**src/rtl/rws_pkg.sv**
```systemverilog
// Shared constants for the round-trip-time window statistics block.
package rws_pkg;

  localparam int WINDOW  = 32;
  localparam int PTR_W   = $clog2(WINDOW);
  localparam int CNT_W   = $clog2(WINDOW + 1);

  localparam int RTT_W   = 16;
  localparam int ENTRY_W = RTT_W + 1;
  localparam int SUM_W   = RTT_W + CNT_W;
  localparam int TOT_W   = 32;
  localparam int LOSS_W  = 7;
  localparam int HELD_W  = 6;

  localparam int PCT     = 100;
  localparam int DSR_W   = TOT_W;
  localparam int DVD_W   = TOT_W + LOSS_W;
  localparam int STEP_W  = $clog2(DVD_W + 1);

  localparam logic REQ_RECORD = 1'b0;
  localparam logic REQ_CLEAR  = 1'b1;

endpackage

```
**src/rtl/rws_if.sv**
```systemverilog
// Valid/ready channel interfaces for probe requests and statistics results.
interface rws_req_if
  import rws_pkg::*;
  ();
  logic             valid;
  logic             ready;
  logic             req_type;
  logic             probe_ok;
  logic [RTT_W-1:0] rtt_ms;

  modport source (output valid, req_type, probe_ok, rtt_ms, input ready);
  modport sink   (input valid, req_type, probe_ok, rtt_ms, output ready);
endinterface

interface rws_stats_if
  import rws_pkg::*;
  ();
  logic              valid;
  logic              ready;
  logic              last_valid;
  logic [RTT_W-1:0]  last_rtt;
  logic [RTT_W-1:0]  min_rtt;
  logic [RTT_W-1:0]  avg_rtt;
  logic [RTT_W-1:0]  max_rtt;
  logic [RTT_W-1:0]  jitter_ms;
  logic [LOSS_W-1:0] loss_percent;
  logic [TOT_W-1:0]  sent_total;
  logic [TOT_W-1:0]  lost_total;
  logic [HELD_W-1:0] samples_held;

  modport source (output valid, last_valid, last_rtt, min_rtt, avg_rtt, max_rtt, jitter_ms,
                  loss_percent, sent_total, lost_total, samples_held, input ready);
  modport sink   (input valid, last_valid, last_rtt, min_rtt, avg_rtt, max_rtt, jitter_ms,
                  loss_percent, sent_total, lost_total, samples_held, output ready);
endinterface

```
**src/rtl/rtt_window_statistics.sv**
```systemverilog
// Round-trip-time window statistics: ring memory, walk sequencer and shared serial divider.
//
// Channels: probe (sink) takes one beat per probe result or clear request;
// stats (source) gives one beat of window statistics for every probe beat.
// A record beat writes one entry of a WINDOW-deep ring memory and bumps the
// saturating sent/lost totals; a clear beat empties the ring and the totals.
// After each beat the sequencer reads the held entries one per cycle from the
// ring (registered read) to gather min, max, sum and jitter sums, then
// a single restoring divider, one quotient bit per cycle, works out the mean
// (22 steps), the jitter (22 steps) and the loss percentage (39 steps).
// The next probe beat is taken only once the stats beat is formed, so the
// block works on one probe beat at a time, first the ring read walk and
// then the divider.
// probe.ready is high only while the sequencer waits for work. A finished
// result sits in the stats output register while the next probe is worked
// on; if the receiver still stalls when the next result is done, the
// sequencer holds it until the register frees.
// Reset (rst, synchronous) empties the window and the totals; no ring sweep.
module rtt_window_statistics
  import rws_pkg::*;
(
  input  logic        clk,
  input  logic        rst,
  rws_req_if.sink     probe,
  rws_stats_if.source stats
);

  localparam logic [2:0] S_IDLE  = 3'd0;
  localparam logic [2:0] S_START = 3'd1;
  localparam logic [2:0] S_WALK  = 3'd2;
  localparam logic [2:0] S_LOAD  = 3'd3;
  localparam logic [2:0] S_DIV   = 3'd4;
  localparam logic [2:0] S_DONE  = 3'd5;

  localparam logic [1:0] DIV_AVG  = 2'd0;
  localparam logic [1:0] DIV_JIT  = 2'd1;
  localparam logic [1:0] DIV_LOSS = 2'd2;

  logic [2:0] state;

  // ring memory
  logic [ENTRY_W-1:0] ring [WINDOW];
  logic [ENTRY_W-1:0] ring_q;
  logic               ring_we;
  logic               ring_re;
  logic [ENTRY_W-1:0] ring_wdata;

  logic [PTR_W-1:0] wp;
  logic [CNT_W-1:0] held;
  logic [TOT_W-1:0] sent;
  logic [TOT_W-1:0] lost;

  // walk
  logic [PTR_W-1:0] rd_idx;
  logic [CNT_W-1:0] rd_left;
  logic             rd_valid;
  logic             rd_last;

  // accumulators
  logic [SUM_W-1:0] sum;
  logic [SUM_W-1:0] jsum;
  logic [CNT_W-1:0] nvalid;
  logic [CNT_W-1:0] jn;
  logic [RTT_W-1:0] mn;
  logic [RTT_W-1:0] mx;
  logic [RTT_W-1:0] prev;
  logic             prev_ok;
  logic             last_ok;
  logic [RTT_W-1:0] last_t;

  // divider
  logic [1:0]        div_sel;
  logic [DVD_W-1:0]  dvd;
  logic [DSR_W-1:0]  dsr;
  logic [DSR_W-1:0]  rem;
  logic [STEP_W-1:0] steps;
  logic [RTT_W-1:0]  avg_q;
  logic [RTT_W-1:0]  jit_q;
  logic [LOSS_W-1:0] loss_q;

  // output register
  logic out_valid;
  logic out_load;

  logic             accept;
  logic [CNT_W:0]   start_wide;
  logic [RTT_W-1:0] q_t;
  logic             q_ok;
  logic [RTT_W-1:0] diff;
  logic [PTR_W-1:0] rd_idx_inc;
  logic [PTR_W-1:0] wp_inc;
  logic [DVD_W-1:0] lost_x100;
  logic [DSR_W:0]   rem_sh;
  logic [DSR_W:0]   rem_sub;
  logic             fits;
  logic [DVD_W-1:0] dvd_new;
  logic [DSR_W-1:0] rem_new;
  logic [DVD_W-1:0] load_dvd;
  logic [DSR_W-1:0] load_dsr;
  logic [STEP_W-1:0] load_steps;

  assign accept      = probe.valid && probe.ready;
  assign probe.ready = !rst && (state == S_IDLE);

  assign ring_we    = accept && (probe.req_type == REQ_RECORD);
  assign ring_wdata = probe.probe_ok ? {1'b1, probe.rtt_ms} : '0;
  assign ring_re    = (state == S_WALK) && (rd_left != '0);

  assign out_load = (state == S_DONE) && (!out_valid || stats.ready);

  always_ff @(posedge clk) begin
    if (ring_we) begin
      ring[wp] <= ring_wdata;
    end
    if (ring_re) begin
      ring_q <= ring[rd_idx];
    end
  end

  assign wp_inc     = (wp == PTR_W'(WINDOW - 1)) ? '0 : wp + 1'b1;
  assign rd_idx_inc = (rd_idx == PTR_W'(WINDOW - 1)) ? '0 : rd_idx + 1'b1;

  // oldest held entry sits held slots behind the write pointer
  assign start_wide = (CNT_W + 1)'(wp) - (CNT_W + 1)'(held)
                    + (((CNT_W + 1)'(wp) >= (CNT_W + 1)'(held)) ? '0 : (CNT_W + 1)'(WINDOW));

  assign q_ok = ring_q[RTT_W];
  assign q_t  = ring_q[RTT_W-1:0];
  assign diff = (q_t > prev) ? q_t - prev : prev - q_t;

  // lost * 100 as shifted adds
  assign lost_x100 = (DVD_W'(lost) << 6) + (DVD_W'(lost) << 5) + (DVD_W'(lost) << 2);

  always_comb begin
    unique case (div_sel)
      DIV_AVG: begin
        load_dvd   = DVD_W'(sum) << (DVD_W - SUM_W);
        load_dsr   = DSR_W'(nvalid);
        load_steps = STEP_W'(SUM_W);
      end
      DIV_JIT: begin
        load_dvd   = DVD_W'(jsum) << (DVD_W - SUM_W);
        load_dsr   = DSR_W'(jn);
        load_steps = STEP_W'(SUM_W);
      end
      default: begin
        load_dvd   = lost_x100;
        load_dsr   = sent;
        load_steps = STEP_W'(DVD_W);
      end
    endcase
  end

  // one restoring step
  assign rem_sh  = {rem, dvd[DVD_W-1]};
  assign rem_sub = rem_sh - {1'b0, dsr};
  assign fits    = (rem_sh >= {1'b0, dsr});
  assign rem_new = fits ? rem_sub[DSR_W-1:0] : rem_sh[DSR_W-1:0];
  assign dvd_new = {dvd[DVD_W-2:0], fits};

  always_ff @(posedge clk) begin
    if (rst) begin
      state     <= S_IDLE;
      wp        <= '0;
      held      <= '0;
      sent      <= '0;
      lost      <= '0;
      rd_valid  <= 1'b0;
      out_valid <= 1'b0;
      div_sel   <= DIV_AVG;
    end else begin
      rd_valid <= ring_re;
      if (out_load) begin
        out_valid <= 1'b1;
      end else if (stats.valid && stats.ready) begin
        out_valid <= 1'b0;
      end
      unique case (state)
        S_IDLE: begin
          if (accept) begin
            if (probe.req_type == REQ_CLEAR) begin
              wp   <= '0;
              held <= '0;
              sent <= '0;
              lost <= '0;
            end else begin
              wp <= wp_inc;
              if (held != CNT_W'(WINDOW)) begin
                held <= held + 1'b1;
              end
              if (sent != '1) begin
                sent <= sent + 1'b1;
                if (!probe.probe_ok) begin
                  lost <= lost + 1'b1;
                end
              end
            end
            sum     <= '0;
            jsum    <= '0;
            nvalid  <= '0;
            jn      <= '0;
            mn      <= '1;
            mx      <= '0;
            prev    <= '0;
            prev_ok <= 1'b0;
            last_ok <= 1'b0;
            last_t  <= '0;
            state   <= S_START;
          end
        end
        S_START: begin
          rd_idx  <= start_wide[PTR_W-1:0];
          rd_left <= held;
          div_sel <= DIV_AVG;
          state   <= (held == '0) ? S_LOAD : S_WALK;
        end
        S_WALK: begin
          if (ring_re) begin
            rd_idx   <= rd_idx_inc;
            rd_left  <= rd_left - 1'b1;
            rd_last  <= (rd_left == CNT_W'(1));
          end
          if (rd_valid) begin
            if (q_ok) begin
              sum    <= sum + SUM_W'(q_t);
              nvalid <= nvalid + 1'b1;
              if (q_t < mn) begin
                mn <= q_t;
              end
              if (q_t > mx) begin
                mx <= q_t;
              end
              if (prev_ok) begin
                jsum <= jsum + SUM_W'(diff);
                jn   <= jn + 1'b1;
              end
              prev <= q_t;
            end
            prev_ok <= q_ok;
            if (rd_last) begin
              last_ok <= q_ok;
              last_t  <= q_ok ? q_t : '0;
              state   <= S_LOAD;
            end
          end
        end
        S_LOAD: begin
          dvd   <= load_dvd;
          dsr   <= load_dsr;
          rem   <= '0;
          steps <= load_steps;
          if (load_dsr == '0) begin
            // nothing to divide by: the figure is zero
            unique case (div_sel)
              DIV_AVG: avg_q  <= '0;
              DIV_JIT: jit_q  <= '0;
              default: loss_q <= '0;
            endcase
            if (div_sel == DIV_LOSS) begin
              state <= S_DONE;
            end else begin
              div_sel <= div_sel + 1'b1;
            end
          end else begin
            state <= S_DIV;
          end
        end
        S_DIV: begin
          dvd   <= dvd_new;
          rem   <= rem_new;
          steps <= steps - 1'b1;
          if (steps == STEP_W'(1)) begin
            unique case (div_sel)
              DIV_AVG: avg_q  <= dvd_new[RTT_W-1:0];
              DIV_JIT: jit_q  <= dvd_new[RTT_W-1:0];
              default: loss_q <= dvd_new[LOSS_W-1:0];
            endcase
            if (div_sel == DIV_LOSS) begin
              state <= S_DONE;
            end else begin
              div_sel <= div_sel + 1'b1;
              state   <= S_LOAD;
            end
          end
        end
        S_DONE: begin
          if (out_load) begin
            stats.last_valid   <= last_ok;
            stats.last_rtt     <= last_t;
            stats.min_rtt      <= (nvalid == '0) ? '0 : mn;
            stats.avg_rtt      <= avg_q;
            stats.max_rtt      <= mx;
            stats.jitter_ms    <= jit_q;
            stats.loss_percent <= loss_q;
            stats.sent_total   <= sent;
            stats.lost_total   <= lost;
            stats.samples_held <= HELD_W'(held);
            state              <= S_IDLE;
          end
        end
        default: state <= S_IDLE;
      endcase
    end
  end

  assign stats.valid = out_valid;

  a_held_bound: assert property (@(posedge clk) disable iff (rst)
    held <= CNT_W'(WINDOW))
    else $error("held count beyond window");

  a_lost_le_sent: assert property (@(posedge clk) disable iff (rst)
    lost <= sent)
    else $error("lost total above sent total");

  a_loss_range: assert property (@(posedge clk) disable iff (rst)
    stats.valid |-> stats.loss_percent <= LOSS_W'(PCT))
    else $error("loss percentage above 100");

  a_clear_empties: assert property (@(posedge clk) disable iff (rst)
    accept && probe.req_type == REQ_CLEAR |=> held == '0 && sent == '0 && lost == '0)
    else $error("clear did not empty statistics");

  a_read_in_walk: assert property (@(posedge clk) disable iff (rst)
    rd_valid |-> state == S_WALK)
    else $error("ring read data outside walk");

endmodule
```
**src/flat_wrapper.sv**
```systemverilog
// flat-port wrapper written by rule: the top's interface ports become plain ports
module rtt_window_statistics_flat import rws_pkg::*;
  (clk, rst, probe_valid, probe_req_type, probe_probe_ok, probe_rtt_ms, probe_ready, stats_valid, stats_last_valid, stats_last_rtt, stats_min_rtt, stats_avg_rtt, stats_max_rtt, stats_jitter_ms, stats_loss_percent, stats_sent_total, stats_lost_total, stats_samples_held, stats_ready);
  rws_req_if probe_i ();
  rws_stats_if stats_i ();
  input  logic clk;
  input  logic rst;
  input wire logic [$bits(probe_i.valid)-1:0] probe_valid;
  input wire logic [$bits(probe_i.req_type)-1:0] probe_req_type;
  input wire logic [$bits(probe_i.probe_ok)-1:0] probe_probe_ok;
  input wire logic [$bits(probe_i.rtt_ms)-1:0] probe_rtt_ms;
  output wire logic [$bits(probe_i.ready)-1:0] probe_ready;
  output wire logic [$bits(stats_i.valid)-1:0] stats_valid;
  output wire logic [$bits(stats_i.last_valid)-1:0] stats_last_valid;
  output wire logic [$bits(stats_i.last_rtt)-1:0] stats_last_rtt;
  output wire logic [$bits(stats_i.min_rtt)-1:0] stats_min_rtt;
  output wire logic [$bits(stats_i.avg_rtt)-1:0] stats_avg_rtt;
  output wire logic [$bits(stats_i.max_rtt)-1:0] stats_max_rtt;
  output wire logic [$bits(stats_i.jitter_ms)-1:0] stats_jitter_ms;
  output wire logic [$bits(stats_i.loss_percent)-1:0] stats_loss_percent;
  output wire logic [$bits(stats_i.sent_total)-1:0] stats_sent_total;
  output wire logic [$bits(stats_i.lost_total)-1:0] stats_lost_total;
  output wire logic [$bits(stats_i.samples_held)-1:0] stats_samples_held;
  input wire logic [$bits(stats_i.ready)-1:0] stats_ready;
  assign probe_i.valid = probe_valid;
  assign probe_i.req_type = probe_req_type;
  assign probe_i.probe_ok = probe_probe_ok;
  assign probe_i.rtt_ms = probe_rtt_ms;
  assign probe_ready = probe_i.ready;
  assign stats_valid = stats_i.valid;
  assign stats_last_valid = stats_i.last_valid;
  assign stats_last_rtt = stats_i.last_rtt;
  assign stats_min_rtt = stats_i.min_rtt;
  assign stats_avg_rtt = stats_i.avg_rtt;
  assign stats_max_rtt = stats_i.max_rtt;
  assign stats_jitter_ms = stats_i.jitter_ms;
  assign stats_loss_percent = stats_i.loss_percent;
  assign stats_sent_total = stats_i.sent_total;
  assign stats_lost_total = stats_i.lost_total;
  assign stats_samples_held = stats_i.samples_held;
  assign stats_i.ready = stats_ready;
  rtt_window_statistics u_core (.clk(clk), .rst(rst), .probe(probe_i), .stats(stats_i));
endmodule
```
**config.mk**
```make
export PLATFORM = sky130hd
export DESIGN_NAME = rtt_window_statistics_flat
export DESIGN_NICKNAME = d
export VERILOG_FILES = /design/src/rtl/rws_pkg.sv /design/src/rtl/rws_if.sv /design/src/rtl/rtt_window_statistics.sv /design/src/flat_wrapper.sv
export SDC_FILE = /design/constraint.sdc
export NUM_CORES = 2
export LEC_CHECK = 0
export ABC_AREA = 0
export ABC_CLOCK_PERIOD_IN_PS = 19700
export BUFFER_PORTS_ARGS = -buffer_cell sky130_fd_sc_hd__buf_2
export CORE_MARGIN = 2
export CORE_UTILIZATION = 46
export CTS_CLUSTER_DIAMETER = 40
export DETAILED_ROUTE_END_ITERATION = 8
export GPL_TIMING_DRIVEN = 0
export PLACE_DENSITY = 0.67
export SYNTH_ARGS = -nofsm -noshare
export SYNTH_HDL_FRONTEND = slang
export SYNTH_SLANG_ARGS = --single-unit
```
**constraint.sdc**
```tcl
create_clock -name clk -period 19.7 [get_ports clk]
set_input_delay 1.97 -clock clk [delete_from_list [all_inputs] [get_ports clk]]
set_output_delay 1.97 -clock clk [all_outputs]
set_load 0.02 [all_outputs]
```
==> impl_metrics.env <==
export IMPL_core_sq_mm=0.109
export IMPL_drcViolationCount=0
export IMPL_post_cts_resized=0
export IMPL_synthToLayoutAreaGrowth_pct=17.0
export IMPL_synth_cell_types=91
export IMPL_drtIter0Drc=3302
export IMPL_powerDensity_mw_per_mm2=119
export IMPL_portBuffers=180
export IMPL_slowest_stage="edfxtp_1"
export IMPL_yosysSeqAreaShare=0.632
export IMPL_p_clk_frac=0.388
export IMPL_critPathMaxStageDelay_ns=0.55
export IMPL_wire_per_inst_um=22.5
export IMPL_vias=31700
export IMPL_cts_tree="built"
export IMPL_initial_core_util=0.462
export IMPL_min_period_over_period=0.291
export IMPL_synth_nets=3968
export IMPL_grt_pass1_vias=31000
export IMPL_ant_nets=0
export IMPL_ys_flop_type="edfxtp_1"
export IMPL_ir_drop_uv=93.1
export IMPL_postCtsHoldBufs=0
export IMPL_async_reset_ff_frac=0
export IMPL_crit_arrival_ns=6.20
export IMPL_hold_viol=0
export IMPL_filler_cell_count=8909
export IMPL_clockBufferDepth=3
export IMPL_fmax_mhz=175
export IMPL_tightest_slew_ns=1.37
export IMPL_drv_slew=0
export IMPL_track_usage=0.224
export IMPL_dp_hpwl_um=89700
export IMPL_fin_crit_ns=5.72
export IMPL_slew_headroom=0.0853
export IMPL_fin_skew_ns=0.0488
export IMPL_setup_viol=0
export IMPL_p_sw_mw=2.16
export IMPL_path_class="reg -> reg"
export IMPL_clkTransAtPathRegs_ns=0.06
export IMPL_pwr_share_comb=0.223
export IMPL_post_cts_setup_buffers=0
export IMPL_p_leak_nw=21.7
export IMPL_synth_edf_count=1001
export IMPL_ios=182
export IMPL_syn_area_sq_mm=0.0502
export IMPL_critPathRequiredTime_ns=20.17
export IMPL_wl_um=126000
export IMPL_cp_cell_sequence="inv_1 -> ha_1 -> inv_1 -> fa_1 -> a21oi_1 -> o21ai_1 -> a21oi_1 -> a2111o_1 -> a21oi_2 -> buf_4 -> buf_4 -> mux2i_1 -> xnor2_1 -> ha_1 -> nor2b_1 -> o21a_1 -> o21ai_0 -> a21oi_1 -> o21ai_0 -> a31oi_1 -> o21ai_0 -> a21o_1 -> a21oi_1"
export IMPL_viasPerCell=5.66
export IMPL_seqPwrFrac=0.389
export IMPL_hold_depth=0
export IMPL_crit_top_cell="a21oi_1"
export IMPL_p_int_mw=4.83
export IMPL_netSwitchingFraction=0.309
export IMPL_die_w_um=334
export IMPL_cts_root_buf="clkbuf_16"
export IMPL_cts_made_buffers=149
export IMPL_setup_ws_ns=13.98
export IMPL_cp_max_fo=10
export IMPL_overflow=0
export IMPL_rr_worst_depth=23
export IMPL_start_kind="flop"
export IMPL_post_route_util=0.541
export IMPL_yosysWarnings=0
export IMPL_dp_slack_ns=13.42
export IMPL_hold_path_class="reg -> reg"
export IMPL_cts_htree_levels=4
export IMPL_std_cell_rows=121
export IMPL_ys_ff_latch=1083
export IMPL_status="completed"
export IMPL_cp_num_buf_inv=4
export IMPL_syn_area_per_cell_sq_um=13.6
export IMPL_antenna_found_initial=1
export IMPL_grt_max_degree=42
export IMPL_end_kind="flop"
export IMPL_r2r_start="u_core.ring_q[0]"
export IMPL_rsz0062_at_grt="false"
export IMPL_critPathTopFamily="compound AO/OA/AOI/OAI gates"
export IMPL_insertion_delay_ns=0.77
export IMPL_cp_startpoint="u_core.ring_q[0]"
export IMPL_die_area_sq_mm=0.112
export IMPL_crit_cells=23
export IMPL_synth_cells=3695
export IMPL_cap_violations=0
export IMPL_dr_pass1_iters=9
export IMPL_layout_drive_gt1_share=0.152
export IMPL_final_nets=4342
export IMPL_grt_pass1_wl_um=189000
export IMPL_worstHoldStart="u_core.avg_q[14]"
export IMPL_place_gp_congestion=0.945
export IMPL_clock_sinks=1083
export IMPL_fp_dieH_um=334
-- metal layers --
metal	wire (um)	vias up	track usage	part of all wire
met1	53400	15600	0.306	0.42
met4	4140	0	0.0855	0.033
met5	0	-	0	0
met2	60000	1200	0.361	0.48
li1	-	14700	-	-
met3	8520	244	0.0340	0.068
-- state kept, by name (all words and copies together), names as in the netlist, 16 cells and up --
name / flops
u_core.stats.last_rtt: 16
u_core.stats.lost_total: 32
u_core.avg_q: 16
u_core.stats.min_rtt: 16
u_core.lost: 32
u_core.last_t: 16
u_core.dsr: 32
u_core.ring_q: 17
u_core.stats.avg_rtt: 16
u_core.sum: 22
u_core.mx: 16
u_core.stats.max_rtt: 16
u_core.dvd: 39
u_core.mn: 16
u_core.stats.jitter_ms: 16
u_core.jit_q: 16
u_core.stats.sent_total: 32
u_core.sent: 32
u_core.jsum: 22
u_core.rem: 32
u_core.ring: 544
u_core.prev: 16
-- logic make-up (layout without fill, tap and decap cells) --
kind of cell | Yosys count | in the layout | share of synthesized area
other | 0 | 1 | 0
xor gates and xnor gates | 166 | 166 | 0.0290
DFF | 1083 | 1083 | 0.632
adders and majority gates | 251 | 251 | 0.0678
buffers and inverters | 299 | 796 | 0.0236
AOI/OAI and AO/OA | 664 | 664 | 0.0894
and+or+nand+nor | 997 | 997 | 0.0946
muxes | 235 | 235 | 0.0639
-- worst register-to-register path: stages (launching register included) --
cell      delay, ns
edfxtp_1       0.55
inv_1          0.18
ha_1           0.23
inv_1          0.07
fa_1           0.18
a21oi_1        0.09
o21ai_1        0.15
a21oi_1        0.16
a2111o_1       0.41
a21oi_2        0.39
buf_4          0.28
buf_4          0.23
mux2i_1        0.23
xnor2_1        0.16
ha_1           0.29
nor2b_1        0.16
o21a_1         0.18
o21ai_0        0.29
a21oi_1        0.14
o21ai_0        0.33
a31oi_1        0.22
o21ai_0        0.30
a21o_1         0.17
a21oi_1        0.05
-- worst paths after layout --
path | slack, ns | to
min | 0.41 | u_core.stats.avg_rtt[14]
min reg2reg | 0.41 | u_core.stats.avg_rtt[14]
max reg2reg | 13.98 | u_core.jsum[16]
max | 13.98 | u_core.jsum[16]
-- stage by stage --
step | cell area, sq um | cells | TNS, ns | power, mW | hold slack [ns]
finish | 58700 | 5607 | 0 | 6.98 | 0.407
CTS | 58700 | 5605 | 0 | 7.00 | 0.412
global placement | 52900 | 5289 | -109.29 | 4.26 | 0.402
global route | 58700 | 5606 | 0 | 7.26 | 0.422
detailed placement | 53600 | 5331 | 0 | 4.29 | 0.405
floorplan | 50200 | 3695 | 0 | 3.80 | 0.400
-- cell type report --
class                           instances  area [sq um]  share of cell area
Tap cell                             1414          1770              0.0301
Timing Repair Buffer                  223          1530              0.0260
Antenna cell                            1          2.50           0.0000426
Buffer                                150           626              0.0107
Inverter                              149           559             0.00953
Clock inverter                         89          1160              0.0197
Sequential cell                      1083         31700               0.540
Clock buffer                          185          3960              0.0674
Multi-Input combinational cell       2313         17400               0.297
-- synthesized netlist by cell type (9+ instances only) --
master	number	area (sq um)
edfxtp_1	1001	30100
nor2_1	364	1370
nand2_1	240	901
ha_1	216	2700
mux2i_1	163	1630
a21oi_1	155	776
inv_1	149	559
o21ai_0	135	676
clkbuf_1	106	398
xor2_1	88	771
dfxtp_1	82	1640
a21o_1	78	586
xnor2_1	78	683
and2_1	75	469
mux4_2	68	1530
and3_1	54	338
o221ai_1	53	464
nand3_1	50	250
nor3_1	38	190
fa_1	35	701
nand4_1	33	206
o22ai_1	31	194
buf_1	28	105
nor2b_1	27	169
or3_1	24	150
a31oi_1	23	144
o21a_1	23	173
nand2b_1	22	138
nor4_1	18	113
a211oi_1	17	128
o21bai_1	17	128
a221oi_1	15	131
o211ai_1	12	90.1
nand3b_1	11	82.6
a22oi_1	10	75.1
buf_2	10	50.1
a211oi_2	9	113
-- cells in the final DEF (no fill, tap or decap), drive strengths merged, types with 23 or more instances in the layout --
cell | Yosys | layout
a21o | 78 | 78
clkbuf | 106 | 291
inv | 149 | 185
o21ai | 142 | 142
mux2i | 163 | 163
o221ai | 53 | 53
nand3 | 50 | 50
buf | 44 | 267
nor3 | 39 | 39
and2 | 75 | 75
or3 | 24 | 24
a31oi | 24 | 24
a211oi | 26 | 26
nand2 | 240 | 240
nor2b | 27 | 27
clkinv | 0 | 30
fa | 35 | 35
a21oi | 158 | 158
xor2 | 88 | 88
o21a | 23 | 23
dfxtp | 82 | 82
nand4 | 33 | 33
ha | 216 | 216
edfxtp | 1001 | 1001
mux4 | 68 | 68
nor2 | 364 | 364
o22ai | 31 | 31
xnor2 | 78 | 78
and3 | 54 | 54
-- power by group through the flow --
stage	Clock [mW]	Sequential, mW	Combinational [mW]
after CTS	2.75	2.72	1.54
final	2.71	2.72	1.56
after global placement	0	2.77	1.49
after detailed placement	0	2.76	1.53
after global routing	2.85	2.72	1.69
after floorplan	0	2.73	1.07
(Power assumes the default switching activity.)
